<file path="src/sv/clcq_pkg.sv">
package clcq_pkg;

    localparam int ELEMENTS = 16;
    localparam int IDX_W    = 4;
    localparam int CNT_W    = 5;

    localparam logic OP_APPEND = 1'b0;
    localparam logic OP_REMOVE = 1'b1;

    localparam logic [1:0] ST_OK        = 2'd0;
    localparam logic [1:0] ST_QUEUED    = 2'd1;
    localparam logic [1:0] ST_EMPTY     = 2'd2;
    localparam logic [1:0] ST_NOT_QUEUED = 2'd3;

    typedef struct packed {
        logic             op;
        logic [IDX_W-1:0] elem_index;
    } t_item;

    typedef struct packed {
        logic [1:0]       status;
        logic [CNT_W-1:0] element_count;
        logic [IDX_W-1:0] head_index;
        logic             queue_empty;
    } t_result;

    // controller -> datapath
    typedef struct packed {
        logic       accept;
        logic       commit;
        logic       op;
        logic       ok;
        logic [1:0] status;
    } t_dp_cmd;

    // datapath -> controller
    typedef struct packed {
        logic member;
        logic empty;
    } t_dp_stat;

endpackage

</file>
<file path="src/sv/circular_linked_queue_unit.sv">
// Channel  | Valid / flow        | Payload
// ---------+---------------------+---------------------------
// item in  | start, busy         | i_item   (op, elem_index)
// result   | o_done (one cycle)  | o_result (status, element_count, head_index, queue_empty)
//
// Each item is handled in order: at accept the link tables are read and, for an
// append, the first pair of links is written; while busy, the second pair of links is
// written back and count, head and membership are updated. o_done pulses in the cycle
// after busy, while the next item may already be accepted; no item is taken while busy.
// Synchronous reset clears the queue; link tables need no reset.
// The receiver cannot stall; each result is valid for exactly one cycle.
module circular_linked_queue_unit (
    input  logic              i_clk,
    input  logic              i_rst_n,
    input  logic              start,
    input  clcq_pkg::t_item   i_item,
    output logic              busy,
    output logic              o_done,
    output clcq_pkg::t_result o_result
);
    import clcq_pkg::*;

    t_dp_cmd  cmd;
    t_dp_stat stat;

    clcq_ctrl u_ctrl (
        .i_clk   (i_clk),
        .i_rst_n (i_rst_n),
        .start   (start),
        .i_item  (i_item),
        .i_stat  (stat),
        .busy    (busy),
        .o_cmd   (cmd)
    );

    clcq_dp u_dp (
        .i_clk    (i_clk),
        .i_rst_n  (i_rst_n),
        .i_item   (i_item),
        .i_cmd    (cmd),
        .o_stat   (stat),
        .o_done   (o_done),
        .o_result (o_result)
    );

endmodule

</file>
<file path="src/sv/clcq_ctrl.sv">
module clcq_ctrl (
    input  logic              i_clk,
    input  logic              i_rst_n,
    input  logic              start,
    input  clcq_pkg::t_item   i_item,
    input  clcq_pkg::t_dp_stat i_stat,
    output logic              busy,
    output clcq_pkg::t_dp_cmd o_cmd
);
    import clcq_pkg::*;

    localparam logic S_IDLE = 1'b0;
    localparam logic S_FIN  = 1'b1;

    logic       r_state, n_state;
    logic       r_op, n_op;
    logic [1:0] r_status, n_status;
    logic [1:0] status_now;
    logic       accept;

    assign accept = start && (r_state == S_IDLE);
    assign busy   = (r_state != S_IDLE);

    always_comb begin
        if (i_item.op == OP_APPEND) begin
            status_now = i_stat.member ? ST_QUEUED : ST_OK;
        end else if (i_stat.empty) begin
            status_now = ST_EMPTY;
        end else begin
            status_now = i_stat.member ? ST_OK : ST_NOT_QUEUED;
        end
    end

    always_comb begin
        n_state  = r_state;
        n_op     = r_op;
        n_status = r_status;
        case (r_state)
            S_IDLE: begin
                if (accept) begin
                    n_state  = S_FIN;
                    n_op     = i_item.op;
                    n_status = status_now;
                end
            end
            S_FIN: begin
                n_state = S_IDLE;
            end
            default: begin
                n_state = S_IDLE;
            end
        endcase
    end

    always_comb begin
        o_cmd.accept = accept;
        o_cmd.commit = (r_state == S_FIN);
        o_cmd.op     = accept ? i_item.op : r_op;
        o_cmd.status = accept ? status_now : r_status;
        o_cmd.ok     = (o_cmd.status == ST_OK);
    end

    always_ff @(posedge i_clk) begin
        if (!i_rst_n) begin
            r_state <= S_IDLE;
        end else begin
            r_state <= n_state;
        end
        r_op     <= n_op;
        r_status <= n_status;
    end

endmodule

</file>
<file path="src/sv/clcq_dp.sv">
module clcq_dp (
    input  logic               i_clk,
    input  logic               i_rst_n,
    input  clcq_pkg::t_item    i_item,
    input  clcq_pkg::t_dp_cmd  i_cmd,
    output clcq_pkg::t_dp_stat o_stat,
    output logic               o_done,
    output clcq_pkg::t_result  o_result
);
    import clcq_pkg::*;

    logic [IDX_W-1:0] mem_next [ELEMENTS];
    logic [IDX_W-1:0] mem_prev [ELEMENTS];

    logic [ELEMENTS-1:0] r_member, n_member;
    logic [IDX_W-1:0]    r_head, n_head;
    logic [CNT_W-1:0]    r_count, n_count;
    logic [IDX_W-1:0]    r_elem;
    logic [IDX_W-1:0]    r_next_rd, r_prev_rd;
    logic                r_done;
    t_result             r_result;

    logic [IDX_W-1:0] prev_raddr;
    logic             next_we, prev_we;
    logic [IDX_W-1:0] next_waddr, next_wdata, prev_waddr, prev_wdata;
    logic             empty, single;

    assign empty  = (r_count == '0);
    assign single = (r_count == CNT_W'(1));

    assign o_stat.member = r_member[i_item.elem_index];
    assign o_stat.empty  = empty;

    // append needs the tail (prev of head); remove needs both links of the element
    assign prev_raddr = (i_item.op == OP_REMOVE) ? i_item.elem_index : r_head;

    // link writes: first half at accept, second half once the read data is back
    always_comb begin
        next_we    = 1'b0;
        prev_we    = 1'b0;
        next_waddr = i_item.elem_index;
        next_wdata = r_head;
        prev_waddr = r_head;
        prev_wdata = i_item.elem_index;
        if (i_cmd.accept && i_cmd.ok && (i_cmd.op == OP_APPEND)) begin
            next_we = 1'b1;
            prev_we = 1'b1;
            if (empty) begin
                next_wdata = i_item.elem_index;
                prev_waddr = i_item.elem_index;
            end
        end else if (i_cmd.commit && i_cmd.ok) begin
            if (i_cmd.op == OP_APPEND) begin
                next_we    = !empty;
                prev_we    = !empty;
                next_waddr = r_prev_rd;
                next_wdata = r_elem;
                prev_waddr = r_elem;
                prev_wdata = r_prev_rd;
            end else begin
                next_we    = !single;
                prev_we    = !single;
                next_waddr = r_prev_rd;
                next_wdata = r_next_rd;
                prev_waddr = r_next_rd;
                prev_wdata = r_prev_rd;
            end
        end
    end

    always_ff @(posedge i_clk) begin
        r_next_rd <= mem_next[i_item.elem_index];
        r_prev_rd <= mem_prev[prev_raddr];
        if (next_we) begin
            mem_next[next_waddr] <= next_wdata;
        end
        if (prev_we) begin
            mem_prev[prev_waddr] <= prev_wdata;
        end
    end

    always_comb begin
        n_member = r_member;
        n_head   = r_head;
        n_count  = r_count;
        if (i_cmd.commit && i_cmd.ok) begin
            if (i_cmd.op == OP_APPEND) begin
                n_member[r_elem] = 1'b1;
                n_count          = r_count + CNT_W'(1);
                if (empty) begin
                    n_head = r_elem;
                end
            end else begin
                n_member[r_elem] = 1'b0;
                n_count          = r_count - CNT_W'(1);
                if (single) begin
                    n_head = '0;
                end else if (r_elem == r_head) begin
                    n_head = r_next_rd;
                end
            end
        end
    end

    always_ff @(posedge i_clk) begin
        if (!i_rst_n) begin
            r_member <= '0;
            r_head   <= '0;
            r_count  <= '0;
            r_done   <= 1'b0;
        end else begin
            r_member <= n_member;
            r_head   <= n_head;
            r_count  <= n_count;
            r_done   <= i_cmd.commit;
        end
        if (i_cmd.accept) begin
            r_elem <= i_item.elem_index;
        end
        if (i_cmd.commit) begin
            r_result.status        <= i_cmd.status;
            r_result.element_count <= n_count;
            r_result.head_index    <= (n_count == '0) ? '0 : n_head;
            r_result.queue_empty   <= (n_count == '0);
        end
    end

    assign o_done   = r_done;
    assign o_result = r_result;

endmodule

</file>
<file path="config.mk">
export PLATFORM = sky130hd
export DESIGN_NAME = circular_linked_queue_unit
export DESIGN_NICKNAME = d
export VERILOG_FILES = /design/src/sv/clcq_pkg.sv /design/src/sv/circular_linked_queue_unit.sv /design/src/sv/clcq_ctrl.sv /design/src/sv/clcq_dp.sv
export SDC_FILE = /design/constraint.sdc
export NUM_CORES = 1
export LEC_CHECK = 0
export BUFFER_PORTS_ARGS = -buffer_cell sky130_fd_sc_hd__buf_2
export CORE_MARGIN = 2
export CORE_UTILIZATION = 41
export CTS_CLUSTER_SIZE = 24
export DETAILED_ROUTE_END_ITERATION = 8
export PLACE_DENSITY_LB_ADDON = 0.1
export SETUP_SLACK_MARGIN = 0.1
export SYNTH_ARGS = -nofsm -noshare
export SYNTH_HDL_FRONTEND = slang
export SYNTH_HIERARCHICAL = 1
export SYNTH_SLANG_ARGS = --single-unit
</file>
<file path="constraint.sdc">
create_clock -name i_clk -period 4.8 [get_ports i_clk]
set_input_delay 0.72 -clock i_clk [delete_from_list [all_inputs] [get_ports i_clk]]
set_output_delay 0.72 -clock i_clk [all_outputs]
set_load 0.1 [all_outputs]
</file>
# Word-level counts from Yosys, hierarchy flattened
# Memories as Yosys holds them, arrays and structs flattened. A register that Yosys moved wholly into a read port is not among the register bits.
# Cells that the tools add are included.
# word_totals
reg_bits,46
mem_bits_rw,128
in_bits,8
n_memories,2
# classes
n_addsub,2
magnitude_cmp,3
n_eq_ne,2
n_mux,32
bitwise_logic,5
n_reduce_logical,10
# mem_list
memory,depth,word_bits,rd,rd_ports_with_merged_regs,wr,line,text
u_dp.mem_next,16,4,1,1,1,clcq_dp.sv:12,logic [IDX_W-1:0] mem_next [ELEMENTS];
u_dp.mem_prev,16,4,1,1,1,clcq_dp.sv:13,logic [IDX_W-1:0] mem_prev [ELEMENTS];
# ops
op,n
$mux W4,12
$and A16 B16 Y16,1
$mux W16,1
$not A16 Y16,1
$or A16 B16 Y16,1
$logic_not A5 Y1,2
$lt A4 B5 Y1 const B,2
$mux W1,10
$mux W5,2
$mux W2,4
$add A5 B1 Y5 const B,1
$eq A5 B1 Y1 const B,1
$logic_and A1 B1 Y1,5
$sub A5 B1 Y5 const B,1
$bmux W1 S4,1
$demux W1 S4,1
$eq A4 B4 Y1,1
$ge A4 B1 Y1 const B,1
$logic_not A1 Y1,2
$logic_not A2 Y1,1
$not A1 Y1,2
$pmux W1 S2,1

# Logic depth before layout (Yosys ltp)
# Gate-level depths: netlist of run 1.
# depth
ltp_word,12
mapped_depth,15
depth_no_buf,13

# Cells and area by module
# The synthesis of run 1 kept the hierarchy.
# modules_own_cells
mod,instances,cells_each,area_each_um2,seq_area_each_um2
clcq_dp,1,487,7572.3,5004.8
clcq_ctrl,1,25,242.7,110.1

# Least setup slack after synthesis of run 1
# Ideal clock, no wire load.
# synth_timing
path_type,input port to flip-flop
start,in i_item[0] (netlist bit)
end,"mem u_dp.mem_prev[0][0], enable pin"
t_arrival_ps,4198
t_required_ps,4471
slack_ps,273
stages,14
path_buffers,4
cell_sequence,buf_2 buf_2 mux4_2 mux4_2 nor2_1 o21ai_2 o31ai_2 and2_1 clkbuf_1 clkbuf_1 o21ai_0 o221a_2 or3b_4 nor2_1
# synth_rtl
item,line,text
"start, declared",circular_linked_queue_unit.sv:16,"input clcq_pkg::t_item i_item,"
"end, declared",clcq_dp.sv:13,

==> results.yml, run 1 <==
synth:
  synth-async-reset-ratio_pct: 0
  syn_nets: 524
  syn_avg_cell_area_um2: 15.3
  synth-edff-count: 147
  ys_types: 61
  synth_top_cells_by_count: "edfxtp_1 (147), nor2_1 (42), mux4_2 (40)"
  post-synth-top-area-fraction_pct: 56.5
  synth_area_mm2: 0.00781
  ys_warn_count: 6
  yosys.area.top_type: "edfxtp_1"
  synth_flop_cell: "edfxtp_1"
  synth_most_common_cell: "edfxtp_1"
  ys_seq_elements: 182
  synth_cells: 512
  yosysSeqAreaShare_pct: 65.4
  synth_area_leaders: "edfxtp_1 (56%), mux4_2 (12%), dfxtp_1 (9.0%)"
timing:
  rsz0062_at_grt: "no"
  maxSlewHeadroom_pct: 47.2
  finalSetupViolCount: 0
  hold_viol: 0
  timing.final.crit_share_pct: 83.0
  fmax_ghz: 0.251
  worstMarginPinSlew_ns: 0.777
  fin_worst_skew_ns: 0.00909
  min_period_ns: 3.99
  worst_hold_slack_ns: 0.501
  fin_tns_setup_ns: 0
  final_max_slew_viol_count: 0
routing:
  dr.first_iter.drc_count: 331
  drt_wl_total_um: 16500
  vias_per_cell: 5.57
  drt_pass1_iterations: 6
  wl_per_cell_um: 20.6
  num_vias: 4453
  drc: 0
  ant_nets: 0
cts:
  clockBufferDepth: 2
  root_buffer: "clkbuf_16"
  post_cts_buffers: 0
  cts_tree: "yes"
  path_clk_slew_ns: 0.07
  cts_resized: 0
  clock_sinks: 182
  htreeDepth: 4
  insertion_delay_ns: 0.43
  cts_made_buffers: 17
  postCtsHoldBufs: 0
worst_setup_path:
  worstPathMaxFanout: 10
  worst-endpoint-required_ns: 4.86
  path_class: "in -> reg"
  end_kind: "flop"
  cp_data_arrival_time_ns: 4.05
  cp-start-kind: "primary input"
final_layout:
  antenna_cells: 0
  multi_input_area_mm2: 0.00252
  fillers: 1611
  fin_nets: 564
  regArea_mm2: 0.00511
  drive_gt1_share_pct: 24.4
  syn_to_final_growth_pct: 13.7
floorplan:
  core_mm2: 0.0187
  start_util_pct: 41.8
  core.rowCount: 50
  fp.dieArea_mm2: 0.0202
  die_x_um: 142
  io_pins: 22
  dieHeight_um: 142
placed_design:
  hpwl_um: 11500
  globalplace.congestion: 0.786
  portBuffers: 21
grt:
  track_usage_pct: 17.3
  grt_pass1_vias: 4457
  grt_max_degree: 30
  grt_overflow: 0
  grt_pass1_wl_um: 25900
  grt_antenna_before_repair: 0
power_and_ir_drop:
  power_density_mw_per_mm2: 396
  peakVddDrop_mv: 0.231
  power_leakage_nw: 3.21
min_path:
  hold_class: "reg -> reg"
run_status:
  status: "finished, final reports clean"
run:
  max_cap_violations: 0
==> power breakdown <==
part / total (mW) / internal, mW / leakage, nW / switching, mW
Sequential: 1.78 / 1.76 / 1.64 / 0.0226
Clock: 1.38 / 0.741 / 0.288 / 0.643
Combinational: 0.350 / 0.120 / 1.28 / 0.231
==> worst max-delay path, cell delays in order <==
cell	delay, ns
buf_2	0.16
mux4_2	0.51
mux4_2	0.58
and3b_1	0.24
o21ai_2	0.14
o31ai_2	0.12
and2_1	0.26
nand2_1	0.22
mux2i_1	0.39
nand2_1	0.18
nor3_1	0.51
==> through the flow <==
stage	setup slack (ns)	cell area, µm²	utilization [%]	power (mW)	instances
2_1_floorplan	0.273	7820	-	2.06	512
3_3_place_gp	0.424	8290	44.3	2.17	767
3_5_place_dp	0.347	8290	44.3	2.17	767
4_1_cts	0.812	8880	47.5	3.57	799
5_1_grt	0.639	8880	47.5	3.66	799
6_report	0.814	8880	47.5	3.52	799
==> sequential cells by signal (all words and copies together) (netlist names), named ones only <==
register	count
u_dp/mem_next	64
u_dp/mem_prev	64
u_dp/o_result	12
u_dp/r_count	5
u_dp/r_elem	4
u_dp/r_head	4
u_dp/r_next_rd	4
u_dp/r_prev_rd	4
u_ctrl/r_status	2
u_ctrl/busy	1
u_ctrl/r_op	1
u_dp/o_done	1
==> kinds of logic (layout without fill, tap and decap cells) <==
family	count (synthesis)	count (layout)	synth area share [%]
buffers and inverters	40	93	2.32
muxes	54	54	13.4
and+or+nand+nor	152	152	10.0
xor gates and xnor gates	9	9	1.01
adders and majority gates	4	4	0.640
AOI/OAI and AO/OA	71	71	7.17
DFF	182	182	65.4
==> area by class of cell <==
type,count,share of cell area [%]
sequential,182,57.6
clock inverter,15,1.92
clock buffer,17,4.79
multi-input combinational,290,28.4
tap,234,3.30
inverter,14,0.648
timing repair buffer,47,3.38
==> layer usage <==
metal  track usage (%)  vias up  wire, µm
li1                  -     2060         -
met1              23.2     2254      7600
met2              28.0      130      7970
met3              4.64        9       771
met4              4.53        0       159
met5                 0        -         0
==> cells in the final DEF (no fill, tap or decap), drive strengths merged, types with 2 or more instances in the layout <==
| cell type | n |
|---|---|
| a21oi | 5 |
| nor3 | 15 |
| buf | 47 |
| nand3 | 3 |
| o211a | 17 |
| nor4 | 2 |
| and3b | 2 |
| or3 | 2 |
| nor2b | 9 |
| o32ai | 2 |
| o221a | 4 |
| inv | 17 |
| nand2b | 10 |
| edfxtp | 147 |
| clkinv | 9 |
| mux2i | 13 |
| xnor2 | 3 |
| xor2 | 6 |
| a211oi | 2 |
| o211ai | 2 |
| dfxtp | 35 |
| mux4 | 40 |
| o22ai | 4 |
| and2 | 14 |
| nand2 | 39 |
| ha | 4 |
| nor2 | 42 |
| clkinvlp | 2 |
| clkbuf | 17 |
| a22oi | 9 |
| o21ai | 17 |
| nand3b | 7 |
==> final timing paths <==
check,startpoint,to,slack [ns],cells past startpoint
worst max-delay path,i_item[0],u_dp/mem_next[11][0],0.81,11
worst min-delay path,flop,flop,0.50,1
worst max register to register,flop,u_dp/mem_next[11][0],1.01,10
worst min register to register,flop,flop,0.50,1
Note: power is estimated with default switching activity, not from simulation.
==> run 2: changes to the inputs <==
--- a/config.mk
+++ b/config.mk
@@ -5,6 +5,7 @@
 export SDC_FILE = /design/constraint.sdc
 export NUM_CORES = 1
 export LEC_CHECK = 0
+export ABC_AREA = 1
 export BUFFER_PORTS_ARGS = -buffer_cell sky130_fd_sc_hd__buf_2
 export CORE_MARGIN = 2
 export CORE_UTILIZATION = 41
==> constraint.sdc (replaced) <==
create_clock -name i_clk -period 3.48 [get_ports i_clk]
set_input_delay 0.522 -clock i_clk [delete_from_list [all_inputs] [get_ports i_clk]]
set_output_delay 0.522 -clock i_clk [all_outputs]
set_load 0.1 [all_outputs]
==> results.yml, run 2 <==
worst_setup_path:
  critPathBufInv: 5
  cp_top_family: "simple AND/OR/NAND/NOR gates"
  crit_chain: "buf_2, inv_1, a21oi_1, o21ai_0, nand3_1, nand3_1, nand2_1, nand2_1, inv_1, nor2_2, nand2_2, nand2_2, nor2_2, buf_4, nand3_4, buf_4, o21ai_4, nand3_2, nor2_1"
  worst-endpoint-required_ns: 3.56
  worst_path_max_delay_cell: "nor2_1"
  cp-start-kind: "primary input"
  path_class: "in -> reg"
  end_kind: "flop"
  worstPathMaxFanout: 10
  cp_data_arrival_time_ns: 3.07
  max_stage_delay_ns: 0.36
synth:
  synth_most_common_cell: "edfxtp_1"
  synth_area_leaders: "edfxtp_1 (55%), dfxtp_1 (8.7%), o21ai_0 (5.5%)"
  ys_warn_count: 6
  ys_seq_elements: 182
  synth_area_mm2: 0.00808
  yosys.area.top_type: "edfxtp_1"
  synth-async-reset-ratio_pct: 0
  synth_top_cells_by_count: "edfxtp_1 (147), nand2_1 (112), nor2_1 (108)"
  syn_nets: 785
  yosysSeqAreaShare_pct: 63.3
  synth_flop_cell: "edfxtp_1"
  ys_types: 36
  synth-edff-count: 147
  synth_cells: 773
  syn_avg_cell_area_um2: 10.5
  post-synth-top-area-fraction_pct: 54.6
power_and_ir_drop:
  power_leakage_nw: 3.39
  pwr-share-seq_pct: 50.0
  intPower_mw: 3.60
  clockPowerShare_pct: 37.6
  switching_share_pct: 27.0
  power_density_mw_per_mm2: 535
  total_power_mw: 4.92
  comb_power_share_pct: 12.4
  peakVddDrop_mv: 0.331
  switchingPower_mw: 1.33
cts:
  post_cts_buffers: 0
  htreeDepth: 4
  cts_made_buffers: 17
  root_buffer: "clkbuf_16"
  clock_sinks: 182
  cts_tree: "yes"
  cts_resized: 0
  path_clk_slew_ns: 0.07
  clockBufferDepth: 2
  postCtsHoldBufs: 0
  insertion_delay_ns: 0.43
run:
  max_cap_violations: 0
final_layout:
  layout_commonest_cell: "edfxtp_1"
  fillers: 1853
  stdcell_count: 1097
  fin_util_pct: 47.4
  syn_to_final_growth_pct: 13.9
  drive_gt1_share_pct: 17.8
  antenna_cells: 0
  layout_common_cells: "edfxtp_1 (147), nand2_1 (112), nor2_1 (108), o21ai_0 (89), inv_1 (62)"
  final_area_mm2: 0.00920
  fin_nets: 831
routing:
  drc: 0
  vias_per_cell: 5.23
  drt_pass1_iterations: 6
  wl_per_cell_um: 17.8
  num_vias: 5734
  dr.first_iter.drc_count: 536
  ant_nets: 0
  drt_wl_total_um: 19600
floorplan:
  start_util_pct: 41.7
  die_x_um: 144
  fp.dieArea_mm2: 0.0208
  core.rowCount: 51
  io_pins: 22
  core_mm2: 0.0194
  dieHeight_um: 144
timing:
  fin_worst_skew_ns: 0.0152
  timing.final.crit_share_pct: 86.0
  fin_tns_setup_ns: 0
  min_period_ns: 2.99
  worstMarginPinSlew_ns: 0.880
  fmax_ghz: 0.334
  maxSlewHeadroom_pct: 40.7
  final_max_slew_viol_count: 0
  fin_ws_ns: 0.487
  rsz0062_at_grt: "no"
  finalSetupViolCount: 0
  hold_viol: 0
  worst_hold_slack_ns: 0.398
placed_design:
  dp.cells: 1065
  hpwl_um: 13500
  dpl_worst_slack_ns: 0.0745
  dpl-instance-area_mm2: 0.00863
  globalplace.congestion: 0.911
  portBuffers: 21
grt:
  grt_pass1_vias: 5705
  track_usage_pct: 19.8
  grt_max_degree: 35
  grt_antenna_before_repair: 0
  grt_pass1_wl_um: 31000
  grt_overflow: 0
min_path:
  hold_class: "in -> reg"
run_status:
  status: "finished, final reports clean"
## run 2: changes by cell type after synthesis, moves of 17 or more
cell      before  now
a21oi_1        5   35
inv_1         11   62
mux4_2        40    0
nand2_1       38  112
nand3_1        3   38
nor2_1        42  108
o211a_1       17    0
o211ai_1       2   22
o21ai_0       15   89
## run 2: power by group through the flow
stage	clock network [mW]	logic [mW]	registers, mW
final	1.85	0.609	2.46
after global placement	0	0.617	2.51
after detailed placement	0	0.611	2.51
after global routing	2.00	0.670	2.47
after floorplan	0	0.364	2.56
after CTS	1.90	0.613	2.46
## run 2: kinds of logic (layout without fill, tap and decap cells)
kind of cell               count (synthesis)  after routing  synth area share [%]
adders and majority gates                  4              4                 0.619
AOI/OAI and AO/OA                        184            184                  13.9
and+or+nand+nor                          289            289                  15.8
xor gates and xnor gates                   5              5                 0.635
DFF                                      182            182                  63.3
buffers and inverters                    109            168                  5.73
## run 2: path summary, 6_finish.rpt
path | from | endpoint | slack, ns | cells after the start
max | i_item[0] | u_dp/mem_prev[14][2] | 0.49 | 19
min | start | u_ctrl/busy | 0.40 | 3
max reg2reg | flop | u_dp/mem_prev[14][2] | 0.53 | 18
min reg2reg | flop | flop | 0.46 | 2
## run 2: area by class of cell
type,instances,area [µm²],area share [%]
sequential,182,5110,55.6
clock inverter,15,141,1.54
timing repair buffer,60,398,4.32
multi-input combinational,482,2500,27.2
tap,265,332,3.60
clock buffer,17,425,4.62
inverter,76,288,3.13
## run 2: tightest hold or removal path, cell delays in order
cell     delay, ns
buf_2         0.11
nand2_2       0.11
nor2_1        0.05
## run 2: routing by layer
metal  wire length, µm  part of all wire, %  global-route usage, %  vias to the layer above
li1                  -                    -                      -                     2768
met1              9030                   46                   27.1                     2785
met2              9390                   48                   32.2                      167
met3               972                  5.0                   3.81                       14
met4               157                 0.80                   5.67                        0
met5                 0                    0                      0                        -
